[config.mk]
export PLATFORM = sky130hd
export DESIGN_NAME = boundary_tag_best_fit_allocator
export DESIGN_NICKNAME = d
export VERILOG_FILES = /design/src/btbf_pkg.sv /design/src/btbf_mem.sv /design/src/btbf_alu.sv /design/src/boundary_tag_best_fit_allocator.sv
export SDC_FILE = /design/constraint.sdc
export NUM_CORES = 2
export LEC_CHECK = 0
export BUFFER_PORTS_ARGS = -buffer_cell sky130_fd_sc_hd__buf_2
export CORE_MARGIN = 3
export CORE_UTILIZATION = 40
export DETAILED_ROUTE_END_ITERATION = 16
export PLACE_DENSITY = 0.55
export SYNTH_ARGS = -nofsm -noshare
export SYNTH_HDL_FRONTEND = slang
export SYNTH_SLANG_ARGS = --single-unit
[constraint.sdc]
create_clock -name clk -period 9.35 [get_ports clk]
set_clock_uncertainty 0.2 [all_clocks]
set_input_delay 1.87 -clock clk [delete_from_list [all_inputs] [get_ports clk]]
set_output_delay 1.87 -clock clk [all_outputs]
set_load 0.005 [all_outputs]
[src/btbf_pkg.sv]
// Shared constants and types of the boundary-tag best-fit allocator.
`default_nettype none

package btbf_pkg;

    localparam int ARENA_WORDS_DEF = 128;

    localparam int REQ_W  = 9;
    localparam int OFF_W  = 7;
    localparam int ST_W   = 2;
    localparam int NEED_W = 8;

    localparam logic CMD_ALLOC = 1'b0;
    localparam logic CMD_FREE  = 1'b1;

    localparam logic [ST_W-1:0] ST_OK       = 2'd0;
    localparam logic [ST_W-1:0] ST_NO_FIT   = 2'd1;
    localparam logic [ST_W-1:0] ST_BAD_FREE = 2'd2;

    typedef enum logic {
        ALU_ADD,
        ALU_SUB
    } alu_op_t;

endpackage

`default_nettype wire

[src/btbf_mem.sv]
// Header word memory of the arena: one write port, one read port with registered data.
`default_nettype none

module btbf_mem #(
    parameter int DEPTH = 128,
    parameter int AW    = 7,
    parameter int DW    = 8
) (
    input  wire logic          clk,
    input  wire logic          we,
    input  wire logic [AW-1:0] waddr,
    input  wire logic [DW-1:0] wdata,
    input  wire logic          re,
    input  wire logic [AW-1:0] raddr,
    output logic      [DW-1:0] rdata
);

    logic [DW-1:0] mem [DEPTH];

    always_ff @(posedge clk)
    begin
        if (we)
        begin
            mem[waddr] <= wdata;
        end
    end

    // Read data holds until the next read, so the sequencer may look at it later.
    always_ff @(posedge clk)
    begin
        if (re)
        begin
            rdata <= mem[raddr];
        end
    end

endmodule

`default_nettype wire

[src/btbf_alu.sv]
// Shared adder/subtractor used by the allocator sequencer for every address and size step.
`default_nettype none

module btbf_alu #(
    parameter int XW = 10
) (
    input  wire btbf_pkg::alu_op_t op,
    input  wire logic [XW-1:0]     a,
    input  wire logic [XW-1:0]     b,
    output logic      [XW-1:0]     res,
    output logic                   carry
);

    logic [XW:0] sum;

    always_comb
    begin
        case (op)
            btbf_pkg::ALU_ADD: sum = {1'b0, a} + {1'b0, b};
            btbf_pkg::ALU_SUB: sum = {1'b0, a} - {1'b0, b};
            default:           sum = '0;
        endcase
    end

    // On a subtract the carry bit is the borrow, set when a is below b.
    assign res   = sum[XW-1:0];
    assign carry = sum[XW];

endmodule

`default_nettype wire

[src/boundary_tag_best_fit_allocator.sv]
// Top level of the boundary-tag best-fit allocator: command sequencer around the arena memory.
//
// A command is taken when start is high and busy is low; its single result is shown with
// done high for exactly one cycle, and cannot be held off. An allocate sizes the request,
// walks the block list from word 0 with one header read per block (a free block also gets
// a fit test and a best-fit compare on the shared adder), then writes the headers and the
// granted offset. A free walks to its block, then does the neighbor checks and the two
// header writes. A free of offset zero or past the arena is answered in the cycle after
// it is taken; any other bad address is answered as soon as the walk reaches the block
// where it fails. After reset, with busy high, the block writes all ARENA_SIZE words (arena
// words, rounded up to even) as one free block, zero inside, before its first command.
`default_nettype none

module boundary_tag_best_fit_allocator #(
    parameter int ARENA_WORDS = btbf_pkg::ARENA_WORDS_DEF
) (
    input  wire logic                       clk,
    input  wire logic                       rst_n,
    input  wire logic                       start,
    output logic                            busy,
    input  wire logic                       command,
    input  wire logic [btbf_pkg::REQ_W-1:0] request_bytes,
    input  wire logic [btbf_pkg::OFF_W-1:0] free_offset,
    output logic                            done,
    output logic      [btbf_pkg::ST_W-1:0]  status,
    output logic      [btbf_pkg::OFF_W-1:0] alloc_offset
);

    localparam int ARENA_SIZE = (ARENA_WORDS + 1) / 2 * 2;
    localparam int AW         = $clog2(ARENA_SIZE);
    localparam int DW         = $clog2(ARENA_SIZE + 1);
    localparam int XW         = (DW + 1 > 10) ? DW + 1 : 10;

    localparam logic [XW-1:0] SIZE_X   = XW'(ARENA_SIZE);
    localparam logic [XW-1:0] ONE_X    = XW'(1);
    localparam logic [XW-1:0] THREE_X  = XW'(3);
    localparam logic [AW-1:0] LAST_A   = AW'(ARENA_SIZE - 1);
    localparam logic [DW-1:0] SIZE_D   = DW'(ARENA_SIZE);

    typedef enum logic [4:0] {
        S_CLR,
        S_IDLE,
        S_NEED,
        S_WALK,
        S_DIFF,
        S_CMP,
        S_AFIN,
        S_AW1,
        S_AW2,
        S_AW3,
        S_ARES,
        S_FWALK,
        S_FNX,
        S_FNXD,
        S_FNXA,
        S_FPV,
        S_FPVD,
        S_FPVA,
        S_FWR,
        S_FWR2
    } state_t;

    state_t                        state_reg, state_next;
    logic [AW-1:0]                 clr_reg, clr_next;
    logic                          done_reg, done_next;
    logic [btbf_pkg::ST_W-1:0]     status_reg, status_next;
    logic [btbf_pkg::OFF_W-1:0]    offset_reg, offset_next;
    logic                          found_reg, found_next;
    logic [btbf_pkg::NEED_W-1:0]   need_reg, need_next;
    logic [XW-1:0]                 cur_reg, cur_next;
    logic [XW-1:0]                 nxt_reg, nxt_next;
    logic [XW-1:0]                 s_reg, s_next;
    logic [XW-1:0]                 diff_reg, diff_next;
    logic [XW-1:0]                 best_reg, best_next;
    logic [XW-1:0]                 bdiff_reg, bdiff_next;
    logic [XW-1:0]                 e_reg, e_next;
    logic [XW-1:0]                 h_reg, h_next;
    logic [XW-1:0]                 size_reg, size_next;

    btbf_pkg::alu_op_t             alu_op;
    logic [XW-1:0]                 alu_a;
    logic [XW-1:0]                 alu_b;
    logic [XW-1:0]                 alu_res;
    logic                          alu_carry;

    logic                          mem_we;
    logic [AW-1:0]                 mem_waddr;
    logic [DW-1:0]                 mem_wdata;
    logic                          mem_re;
    logic [AW-1:0]                 mem_raddr;
    logic [DW-1:0]                 mem_rdata;

    logic [XW-1:0]                 hdr_size;
    logic                          hdr_used;
    logic [XW-1:0]                 hdr_word;
    logic [XW-1:0]                 need_x;
    logic [XW-1:0]                 off_x;

    assign hdr_size = XW'({mem_rdata[DW-1:1], 1'b0});
    assign hdr_used = mem_rdata[0];
    assign hdr_word = XW'(mem_rdata);
    assign need_x   = XW'(need_reg);
    assign off_x    = XW'(free_offset);

    btbf_mem #(
        .DEPTH (ARENA_SIZE),
        .AW    (AW),
        .DW    (DW)
    ) u_mem (
        .clk   (clk),
        .we    (mem_we),
        .waddr (mem_waddr),
        .wdata (mem_wdata),
        .re    (mem_re),
        .raddr (mem_raddr),
        .rdata (mem_rdata)
    );

    btbf_alu #(
        .XW (XW)
    ) u_alu (
        .op    (alu_op),
        .a     (alu_a),
        .b     (alu_b),
        .res   (alu_res),
        .carry (alu_carry)
    );

    // Operand selection for the shared adder, one operation per state.
    always_comb
    begin
        alu_op = btbf_pkg::ALU_ADD;
        alu_a  = '0;
        alu_b  = '0;
        case (state_reg)
            S_CLR:
            begin
                alu_a = XW'(clr_reg);
                alu_b = ONE_X;
            end
            S_IDLE:
            begin
                if (command == btbf_pkg::CMD_FREE)
                begin
                    alu_op = btbf_pkg::ALU_SUB;
                    alu_a  = off_x;
                    alu_b  = ONE_X;
                end
                else
                begin
                    alu_a = XW'(request_bytes);
                    alu_b = THREE_X;
                end
            end
            S_NEED:
            begin
                alu_a = need_x;
                alu_b = THREE_X;
            end
            S_WALK, S_FWALK:
            begin
                alu_a = cur_reg;
                alu_b = hdr_size;
            end
            S_DIFF:
            begin
                alu_op = btbf_pkg::ALU_SUB;
                alu_a  = s_reg;
                alu_b  = need_x;
            end
            S_CMP:
            begin
                alu_op = btbf_pkg::ALU_SUB;
                alu_a  = diff_reg;
                alu_b  = bdiff_reg;
            end
            S_AFIN:
            begin
                alu_a = best_reg;
                alu_b = need_x;
            end
            S_AW1, S_AW3, S_FWR2:
            begin
                alu_op = btbf_pkg::ALU_SUB;
                alu_a  = e_reg;
                alu_b  = ONE_X;
            end
            S_AW2:
            begin
                alu_a = e_reg;
                alu_b = bdiff_reg;
            end
            S_ARES:
            begin
                alu_a = best_reg;
                alu_b = ONE_X;
            end
            S_FNX:
            begin
                alu_a = h_reg;
                alu_b = size_reg;
            end
            S_FNXD:
            begin
                alu_a = nxt_reg;
                alu_b = hdr_size;
            end
            S_FNXA, S_FPVA:
            begin
                alu_a = size_reg;
                alu_b = s_reg;
            end
            S_FPV:
            begin
                alu_op = btbf_pkg::ALU_SUB;
                alu_a  = h_reg;
                alu_b  = ONE_X;
            end
            S_FPVD:
            begin
                alu_op = btbf_pkg::ALU_SUB;
                alu_a  = h_reg;
                alu_b  = hdr_word;
            end
            S_FWR:
            begin
                alu_a = cur_reg;
                alu_b = size_reg;
            end
            default:
            begin
                alu_a = '0;
            end
        endcase
    end

    // Sequencer: next state, memory accesses and result.
    always_comb
    begin
        state_next  = state_reg;
        clr_next    = clr_reg;
        done_next   = 1'b0;
        status_next = status_reg;
        offset_next = offset_reg;
        found_next  = found_reg;
        need_next   = need_reg;
        cur_next    = cur_reg;
        nxt_next    = nxt_reg;
        s_next      = s_reg;
        diff_next   = diff_reg;
        best_next   = best_reg;
        bdiff_next  = bdiff_reg;
        e_next      = e_reg;
        h_next      = h_reg;
        size_next   = size_reg;
        mem_we      = 1'b0;
        mem_waddr   = '0;
        mem_wdata   = '0;
        mem_re      = 1'b0;
        mem_raddr   = '0;

        case (state_reg)
            S_CLR:
            begin
                mem_we    = 1'b1;
                mem_waddr = clr_reg;
                mem_wdata = ((clr_reg == '0) || (clr_reg == LAST_A)) ? SIZE_D : '0;
                clr_next  = alu_res[AW-1:0];
                if (clr_reg == LAST_A)
                begin
                    state_next = S_IDLE;
                end
            end
            S_IDLE:
            begin
                if (start)
                begin
                    if (command == btbf_pkg::CMD_FREE)
                    begin
                        // Offset zero borrows; offsets past the arena are rejected too.
                        if (alu_carry || (off_x > SIZE_X))
                        begin
                            done_next   = 1'b1;
                            status_next = btbf_pkg::ST_BAD_FREE;
                            offset_next = '0;
                        end
                        else
                        begin
                            h_next     = alu_res;
                            cur_next   = '0;
                            mem_re     = 1'b1;
                            state_next = S_FWALK;
                        end
                    end
                    else
                    begin
                        need_next  = alu_res[btbf_pkg::NEED_W+1:2];
                        state_next = S_NEED;
                    end
                end
            end
            S_NEED:
            begin
                need_next  = {alu_res[btbf_pkg::NEED_W-1:1], 1'b0};
                cur_next   = '0;
                found_next = 1'b0;
                mem_re     = 1'b1;
                state_next = S_WALK;
            end
            S_WALK:
            begin
                if ((hdr_size == '0) || (alu_res > SIZE_X))
                begin
                    state_next = S_AFIN;
                end
                else if (hdr_used)
                begin
                    cur_next = alu_res;
                    if (alu_res >= SIZE_X)
                    begin
                        state_next = S_AFIN;
                    end
                    else
                    begin
                        mem_re    = 1'b1;
                        mem_raddr = alu_res[AW-1:0];
                    end
                end
                else
                begin
                    s_next     = hdr_size;
                    nxt_next   = alu_res;
                    state_next = S_DIFF;
                end
            end
            S_DIFF, S_CMP:
            begin
                if ((state_reg == S_DIFF) && !alu_carry && !found_reg)
                begin
                    found_next = 1'b1;
                    best_next  = cur_reg;
                    bdiff_next = alu_res;
                end
                else if ((state_reg == S_CMP) && alu_carry)
                begin
                    best_next  = cur_reg;
                    bdiff_next = diff_reg;
                end

                if ((state_reg == S_DIFF) && !alu_carry && found_reg)
                begin
                    diff_next  = alu_res;
                    state_next = S_CMP;
                end
                else
                begin
                    cur_next = nxt_reg;
                    if (nxt_reg >= SIZE_X)
                    begin
                        state_next = S_AFIN;
                    end
                    else
                    begin
                        mem_re     = 1'b1;
                        mem_raddr  = nxt_reg[AW-1:0];
                        state_next = S_WALK;
                    end
                end
            end
            S_AFIN:
            begin
                if (!found_reg)
                begin
                    done_next   = 1'b1;
                    status_next = btbf_pkg::ST_NO_FIT;
                    offset_next = '0;
                    state_next  = S_IDLE;
                end
                else
                begin
                    mem_we     = 1'b1;
                    mem_waddr  = best_reg[AW-1:0];
                    mem_wdata  = {need_x[DW-1:1], 1'b1};
                    e_next     = alu_res;
                    state_next = S_AW1;
                end
            end
            S_AW1:
            begin
                mem_we     = 1'b1;
                mem_waddr  = alu_res[AW-1:0];
                mem_wdata  = {need_x[DW-1:1], 1'b1};
                state_next = (bdiff_reg == '0) ? S_ARES : S_AW2;
            end
            S_AW2:
            begin
                // The split-off remainder becomes a free block right after the grant.
                mem_we     = 1'b1;
                mem_waddr  = e_reg[AW-1:0];
                mem_wdata  = bdiff_reg[DW-1:0];
                e_next     = alu_res;
                state_next = S_AW3;
            end
            S_AW3:
            begin
                mem_we     = 1'b1;
                mem_waddr  = alu_res[AW-1:0];
                mem_wdata  = bdiff_reg[DW-1:0];
                state_next = S_ARES;
            end
            S_ARES:
            begin
                done_next   = 1'b1;
                status_next = btbf_pkg::ST_OK;
                offset_next = alu_res[btbf_pkg::OFF_W-1:0];
                state_next  = S_IDLE;
            end
            S_FWALK:
            begin
                if ((hdr_size == '0) || (alu_res > SIZE_X) ||
                    ((cur_reg == h_reg) && !hdr_used) ||
                    ((cur_reg != h_reg) && ((alu_res >= SIZE_X) || (alu_res > h_reg))))
                begin
                    done_next   = 1'b1;
                    status_next = btbf_pkg::ST_BAD_FREE;
                    offset_next = '0;
                    state_next  = S_IDLE;
                end
                else if (cur_reg == h_reg)
                begin
                    size_next  = hdr_size;
                    state_next = S_FNX;
                end
                else
                begin
                    cur_next  = alu_res;
                    mem_re    = 1'b1;
                    mem_raddr = alu_res[AW-1:0];
                end
            end
            S_FNX:
            begin
                cur_next = h_reg;
                nxt_next = alu_res;
                if (alu_res < SIZE_X)
                begin
                    mem_re     = 1'b1;
                    mem_raddr  = alu_res[AW-1:0];
                    state_next = S_FNXD;
                end
                else
                begin
                    state_next = S_FPV;
                end
            end
            S_FNXD:
            begin
                if (!hdr_used && (hdr_size != '0) && (alu_res <= SIZE_X))
                begin
                    s_next     = hdr_size;
                    state_next = S_FNXA;
                end
                else
                begin
                    state_next = S_FPV;
                end
            end
            S_FNXA:
            begin
                size_next  = alu_res;
                state_next = S_FPV;
            end
            S_FPV:
            begin
                if (h_reg != '0)
                begin
                    mem_re     = 1'b1;
                    mem_raddr  = alu_res[AW-1:0];
                    state_next = S_FPVD;
                end
                else
                begin
                    state_next = S_FWR;
                end
            end
            S_FPVD:
            begin
                // The word before the block is the back header of its left neighbor.
                if (!hdr_used && (hdr_word != '0) && !alu_carry)
                begin
                    cur_next   = alu_res;
                    s_next     = hdr_word;
                    state_next = S_FPVA;
                end
                else
                begin
                    state_next = S_FWR;
                end
            end
            S_FPVA:
            begin
                size_next  = alu_res;
                state_next = S_FWR;
            end
            S_FWR:
            begin
                mem_we     = 1'b1;
                mem_waddr  = cur_reg[AW-1:0];
                mem_wdata  = size_reg[DW-1:0];
                e_next     = alu_res;
                state_next = S_FWR2;
            end
            S_FWR2:
            begin
                mem_we      = 1'b1;
                mem_waddr   = alu_res[AW-1:0];
                mem_wdata   = size_reg[DW-1:0];
                done_next   = 1'b1;
                status_next = btbf_pkg::ST_OK;
                offset_next = '0;
                state_next  = S_IDLE;
            end
            default:
            begin
                state_next = S_IDLE;
            end
        endcase
    end

    always_ff @(posedge clk or negedge rst_n)
    begin
        if (!rst_n)
        begin
            state_reg  <= S_CLR;
            clr_reg    <= '0;
            done_reg   <= 1'b0;
            status_reg <= btbf_pkg::ST_OK;
            offset_reg <= '0;
            found_reg  <= 1'b0;
            need_reg   <= '0;
            cur_reg    <= '0;
            nxt_reg    <= '0;
            s_reg      <= '0;
            diff_reg   <= '0;
            best_reg   <= '0;
            bdiff_reg  <= '0;
            e_reg      <= '0;
            h_reg      <= '0;
            size_reg   <= '0;
        end
        else
        begin
            state_reg  <= state_next;
            clr_reg    <= clr_next;
            done_reg   <= done_next;
            status_reg <= status_next;
            offset_reg <= offset_next;
            found_reg  <= found_next;
            need_reg   <= need_next;
            cur_reg    <= cur_next;
            nxt_reg    <= nxt_next;
            s_reg      <= s_next;
            diff_reg   <= diff_next;
            best_reg   <= best_next;
            bdiff_reg  <= bdiff_next;
            e_reg      <= e_next;
            h_reg      <= h_next;
            size_reg   <= size_next;
        end
    end

    assign busy         = (state_reg != S_IDLE);
    assign done         = done_reg;
    assign status       = status_reg;
    assign alloc_offset = offset_reg;

`ifndef SYNTH
    a_accept_progress: assert property (@(posedge clk) disable iff (!rst_n)
        (start && !busy) |=> (busy || done))
        else $error("accepted command neither started nor answered");

    a_done_idle: assert property (@(posedge clk) disable iff (!rst_n)
        done |-> !busy)
        else $error("result beat while the sequencer is still busy");

    a_fail_offset: assert property (@(posedge clk) disable iff (!rst_n)
        (done && (status != btbf_pkg::ST_OK)) |-> (alloc_offset == '0))
        else $error("failed command returned a nonzero offset");

    a_write_range: assert property (@(posedge clk) disable iff (!rst_n)
        mem_we |-> (XW'(mem_waddr) < SIZE_X))
        else $error("header write outside the arena");
`endif

endmodule

`default_nettype wire

[After elaboration in Yosys (flattened, before gate mapping)]
Memories as Yosys holds them, arrays and structs flattened. A register that Yosys moved wholly into a read port is not among the register bits.
Index checks and enable logic that the tools add are counted.
Storage, ports and cells
  input port bits: 20
  RAM bits: 1024
  flip-flop bits (word level): 121
  memories: 1
Cells by class
  reductions and logical operators: 67
  $add $sub $neg: 2
  $lt $le $gt $ge: 7
  bitwise operators: 2
  equal/unequal tests: 45
  multiplexer cells: 107
Memories
  u_mem.mem: words 128, width 8, rd ports 1, clocked after memory_dff 1, wr ports 1, line btbf_mem.sv:18  | logic [DW-1:0] mem [DEPTH];
Operators with widths (number)
  $mux 10: 22
  $pmux 10 s11: 1
  $mux 7: 15
  $pmux 7 s5: 3
  $pmux 10 s9: 1
  $pmux 5 s17: 1
  $pmux 10 s7: 1
  $pmux 10 s2: 3
  $mux 5: 9
  $eq 5x4->1 const B: 8
  $pmux 8 s5: 1
  $ne 2x2->1 const B: 18
  $mux 8: 4
  $pmux 10 s3: 1
  $reduce_bool 10->1: 3
  $mux 1: 23
  $pmux 11 s2: 1
  $eq 5x3->1 const B: 4
  $eq 5x5->1 const B: 4
  $ge 10x8->1 const B: 2
  $logic_not 10->1: 2
  $mux 2: 10
  $reduce_or 2->1: 10
  $pmux 8 s2: 1
  other kinds (43): 82

[Logic depth before layout (Yosys ltp)]
  depth in word-level cells: 11
  depth in mapped cells: 41
  depth with buffers taken out: 33

[Modules after synthesis]
From an unflattened synthesis, not the netlist that was laid out.
Second synthesis, totals
  cell total of the unflattened synthesis: 2542
  area, all modules: 47640.7 um^2
By module, submodules not included
  btbf_mem: instances 1, sequential area each 30989.7 um^2, area an instance 39741.9 um^2, cells each 1635
  boundary_tag_best_fit_allocator: instances 1, sequential area each 2977.9 um^2, area an instance 7252.0 um^2, cells each 814
  btbf_alu: instances 1, sequential area each 0.0 um^2, area an instance 646.9 um^2, cells each 93

[Worst setup path before layout]
No wires, ideal clock.
  path kind: input-to-reg
  start point: input port command
  end point: register u_mem.rdata[1], read port of u_mem.mem (data pin)
  data required time: 8887 ps
  buffers on the path: 2
  library setup time: 263 ps
  slack: 953 ps
  cell stages on the path: 31
  arrival: 7934 ps
  cells stage by stage: clkbuf_1 > nor2_1 > a211oi_1 > nand4_1 > inv_1 > ha_1 > inv_1 > nor2_1 > a21oi_1 > xor2_1 > ha_1 > a21oi_1 > nand2b_1 > o32a_1 > or2_2 > xnor2_1 > inv_1 > ha_1 > and4_1 > and3_1 > o21ai_0 > and3_1 > o221ai_2 > o21ai_4 > buf_6 > mux2i_1 > a22oi_1 > a2111o_1 > a31oi_1 > a311oi_1 > a2111o_1
On the way
  word-level cells in the longest chain between the ends: 10
  elaborated cells on any way between the ends: 42
  those cells by class: 2 x add/sub; 4 x order compare; 26 x mux; 1 x bitwise; 9 x reduce/logical
Ends and longest elaborated chain
  start, declared: line boundary_tag_best_fit_allocator.sv:21  | input wire logic command,
  $mux 9, or another cell as far along: line boundary_tag_best_fit_allocator.sv:143  | if (command == btbf_pkg::CMD_FREE)
  $pmux 10 s11, or another cell as far along: line boundary_tag_best_fit_allocator.sv:135  | case (state_reg)
  $sub 10x10->11, or another cell as far along: line btbf_alu.sv:20  | btbf_pkg::ALU_SUB: sum = {1'b0, a} - {1'b0, b};
  $pmux 11 s2 *: line btbf_alu.sv:18  | case (op)
  named net alu_res[9]: line boundary_tag_best_fit_allocator.sv:83  | logic [XW-1:0] alu_res;
  $gt 10x8->1, or another cell as far along: line boundary_tag_best_fit_allocator.sv:312, boundary_tag_best_fit_allocator.sv:420
  $logic_or 1x1->1 (on tied branches): line boundary_tag_best_fit_allocator.sv:312, boundary_tag_best_fit_allocator.sv:420, boundary_tag_best_fit_allocator.sv:422
  $logic_or 1x1->1 or $logic_and 1x1->1 (tied branches): line boundary_tag_best_fit_allocator.sv:420, boundary_tag_best_fit_allocator.sv:422
  $logic_or 1x1->1: line boundary_tag_best_fit_allocator.sv:421  | ((cur_reg == h_reg) && !hdr_used) ||
  $mux 1 or $mux 7 (tied branches): line boundary_tag_best_fit_allocator.sv:420  | if ((hdr_size == '0) || (alu_res > SIZE_X) ||
  $pmux 1 s7 or $pmux 7 s5 (tied branches): line boundary_tag_best_fit_allocator.sv:262  | case (state_reg)
  end, declared: line btbf_mem.sv:15  | output logic [DW-1:0] rdata
The timed path passes the listed nets; every way through them passes the cells marked *.
A chain may end at the register's enable or synchronous reset.

[Final worst setup path]
  start point: register state_reg[0]
  end point: register u_mem.rdata[0], read port of u_mem.mem (data pin)
On the way
  word-level cells in the longest chain between the ends: 11
  elaborated cells on any way between the ends: 71
  those cells by class: 2 x add/sub; 4 x order compare; 19 x eq/ne; 23 x mux; 1 x bitwise; 22 x reduce/logical
Ends and longest elaborated chain
  start, declared: line boundary_tag_best_fit_allocator.sv:63  | state_t state_reg, state_next;
  start signal, assigned: line boundary_tag_best_fit_allocator.sv:553  | state_reg <= state_next;
  $eq 5x4->1, or another cell as far along: line boundary_tag_best_fit_allocator.sv:135
  $reduce_or 6->1 (no line), or another cell as far along
  $pmux 10 s9, or another cell as far along: line boundary_tag_best_fit_allocator.sv:135
  $sub 10x10->11, or another cell as far along: line btbf_alu.sv:20
  $pmux 11 s2 *: line btbf_alu.sv:18
  named net alu_res[6]: line boundary_tag_best_fit_allocator.sv:83
  $gt 10x8->1, or another cell as far along: line boundary_tag_best_fit_allocator.sv:312, boundary_tag_best_fit_allocator.sv:420
  $logic_or 1x1->1 (on tied branches): line boundary_tag_best_fit_allocator.sv:312, boundary_tag_best_fit_allocator.sv:420, boundary_tag_best_fit_allocator.sv:422
  $logic_or 1x1->1 or $logic_and 1x1->1 (tied branches): line boundary_tag_best_fit_allocator.sv:420, boundary_tag_best_fit_allocator.sv:422
  $logic_or 1x1->1: line boundary_tag_best_fit_allocator.sv:421
  $mux 1 or $mux 7 (tied branches): line boundary_tag_best_fit_allocator.sv:420
  $pmux 1 s7 or $pmux 7 s5 (tied branches): line boundary_tag_best_fit_allocator.sv:262
Marks and branches as above.

==> metrics.yaml <==
initial_core_util: 0.4063
syn_nets: 4043
critical_path.startpoint: "state_reg[0]"
slowest_delay_ps: 680
antenna_found_initial: 2
setup_violations: 0
vdd_ir_drop_max_mv: 0.6014
grt_util_all_layers: 0.2704
fp-row-count: 128
whs_path_depth: 2
synth_fa_ha_area_frac: 0.005665
yosys.area_share.simple: 0.1294
portBuffers: 30
synth_compound_area_frac: 0.1099
grt_max_degree: 89
syn_inst: 4001
synth-edff-count: 1032
cts_buffers: 121
grt_pass1_vias: 34667
synth_ff_type: "edfxtp_1"
area_delta_synth_final_pct: 14.95
p_leak_uw: 0.02094
nets: 4226
synthXorXnorAreaFrac: 0.004387
slew_headroom: 0.2065
rrSetupSlack_ps: 280
largest_reg_flops: 1024
r2r_end: "u_mem.rdata[0]"
dp_hpwl_um: 117200
cts_tree: "built"
cp_data_required_time_ps: 9760
path_class: "reg2reg"
ios: 31
critical_path.max_fanout: 18
yosysWarnings: 0
drtIter0Drc: 4709
synth_top_family_by_area: "simple AND/OR/NAND/NOR gates"
dr.pass1.iters: 9
syn-cell-area_sq_um: 49910
r2r-start: "state_reg[0]"
cpMaxStageDelayCell: "a311oi_1"
dp.cells: 5675
dieWidth_um: 359.2
coreArea_sq_um: 122800
synthArstFlopShare: 0.1034
synth_top_area_frac: 0.6209
vias_per_cell: 6.067
final_area_sq_um: 57370
status: "complete, no violations"
max-cap-violations: 0
root_buffer: "clkbuf_16"
n_antenna_cell: 0
fin_crit_ps: 9066
final_util: 0.4671
fin_ws_ps: 283.6
top_register: "u_mem.mem"
grt_pass1_wl_um: 255500
worst_pin_slew_ps: 1190
synth.area.mux_share: 0.04056
tns_ps: 0
endpoint_kind: "flop"
cp-endpoint: "u_mem.rdata[0]"
clockBufferDepth: 3
place_area_sq_um: 53290
clock.fmax_mhz: 110.3
gr-total-overflow: 0
die-height_um: 359.2
ctsHtreeMaxLevel: 3
worst-r2r-cell-count: 29
dr_total_vias: 35848
yosys-top-cells-area: "edfxtp_1, nand2_1, dfrtp_1"
clkLatencyLatePin_ps: 760
drtAntennaViolNets: 0
ys_ff_latch: 1151
clk_pin_slew_ps: 60
clock-sinks: 1151
final.period_utilization: 0.9697
place.gp.congestion: 0.9947
avgSynthCellArea_sq_um: 12.47
min_path_type: "reg2reg"
fin_cells: 5909
seq_area_frac_synth: 0.6806
start_kind: "flop"
ys_types: 90
drive_above_1_share: 0.1312
drc_errors: 0
routedWlPerCell_um: 30.03
routed_wl_um: 177400
pre_cts_slack_ps: -151.9
die_area_sq_um: 129100
cp.arrival_ps: 9470
power.density_nw_per_um2: 358.3
yosys.area.top_type: "edfxtp_1"
drv_slew: 0
hold_viol_final: 0
layer usage:
layer | vias to the layer above | share of wire | global-route usage | routed length [um]
met5 | - | 0 | 0 | 0
met4 | 0 | 0.050 | 0.1230 | 8895
met3 | 411 | 0.092 | 0.05386 | 16290
met2 | 1967 | 0.45 | 0.4143 | 79500
met1 | 17990 | 0.41 | 0.3726 | 72750
li1 | 15480 | - | - | -
cell usage after synthesis (7+ instances only):
| master | count |
|---|---|
| a2111oi_0 | 10 |
| a211oi_1 | 34 |
| a21oi_1 | 189 |
| a221oi_1 | 34 |
| a222oi_1 | 32 |
| a22oi_1 | 50 |
| a311oi_1 | 14 |
| a31oi_1 | 56 |
| a32oi_1 | 24 |
| and2_1 | 13 |
| and3_1 | 28 |
| buf_1 | 13 |
| buf_2 | 82 |
| buf_4 | 36 |
| buf_6 | 21 |
| clkbuf_1 | 84 |
| dfrtp_1 | 119 |
| edfxtp_1 | 1032 |
| ha_1 | 21 |
| inv_1 | 44 |
| mux2_2 | 42 |
| mux2i_1 | 155 |
| nand2_1 | 819 |
| nand2b_1 | 13 |
| nand3_1 | 252 |
| nand4_1 | 33 |
| nor2_1 | 256 |
| nor2b_1 | 12 |
| nor3_1 | 40 |
| nor4_1 | 11 |
| o211a_1 | 14 |
| o211ai_1 | 23 |
| o21a_1 | 11 |
| o21ai_0 | 155 |
| o21ai_1 | 10 |
| o221ai_1 | 7 |
| o22ai_1 | 39 |
| o31ai_1 | 10 |
| xnor2_1 | 8 |
| xor2_1 | 17 |
worst min-delay path by stage:
stage / startpoint / endpoint / slack (ps)
final: alloc_offset[6] / alloc_offset[6] / 270
after global routing: alloc_offset[5] / alloc_offset[5] / 310
after CTS: alloc_offset[6] / alloc_offset[6] / 280
after detailed placement: alloc_offset[2] / alloc_offset[2] / 270
after global placement: alloc_offset[5] / alloc_offset[5] / 260
after floorplan: e_reg[7] / e_reg[7] / 250
layout make-up:
| class | instances | area (sq um) |
|---|---|---|
| fillers | 11069 | 65460 |
| flip-flops and latches | 1151 | 33970 |
| multi-input cells | 2564 | 14700 |
| clock buffers | 144 | 3178 |
| repair buffers | 297 | 2532 |
| well taps | 1625 | 2033 |
| clock inverters | 79 | 755.7 |
| inverters | 49 | 202.7 |
worst max-delay path: cells and delay by family (launching register included):
kind                       cells  cell delay, ps
adders and majority gates      3            1040
AOI/OAI and AO/OA             11            3030
xor gates and xnor gates       1             180
and+or+nand+nor               11            3230
buffers and inverters          3             730
DFF                            1             480
cell usage in the layout, fill, tap and decap left out, types with 12 or more instances in the layout:
cell,instances
edfxtp_1,1032
nand2_1,818
nor2_1,254
nand3_1,252
buf_4,238
a21oi_1,187
mux2i_1,155
o21ai_0,153
clkbuf_16,124
dfrtp_1,119
a31oi_1,55
a22oi_1,50
mux2_2,42
inv_1,38
nor3_1,38
o22ai_1,38
clkinv_1,36
a211oi_1,34
nand4_1,33
a221oi_1,33
a222oi_1,32
buf_12,30
buf_2,29
and3_1,28
a32oi_1,24
o211ai_1,23
clkinv_2,22
ha_1,21
clkbuf_1,20
xor2_1,16
o211a_1,14
a311oi_1,14
nand2b_1,13
and2_1,13
bufinv_16,13
nor2b_1,12
repair_timing:
action,CTS,global route
buffers inserted,0,11
setup endpoints to repair,0,8
hold buffers,0,0
hold endpoints to repair,0,0
resized for setup,0,9
cell families after synthesis:
group | Yosys count
simple gates | 1512
xor+xnor | 25
mux | 197
fa+ha+maj | 22
flops | 1151
compound gates | 808
buf+inv | 286
power by group:
part           internal [uW]  switching, uW
Combinational           2670           6640
Sequential              6050            361
Clock                   2770           2060
through the flow:
stage / hold slack, ps / power, uW
after global placement: 257.5 / 15490
after detailed placement: 267.0 / 15510
final: 272.0 / 20560
after global routing: 307.9 / 21270
after CTS: 281.0 / 20330
after floorplan: 249.7 / 10930
Note: power is estimated with default switching activity, not from simulation.
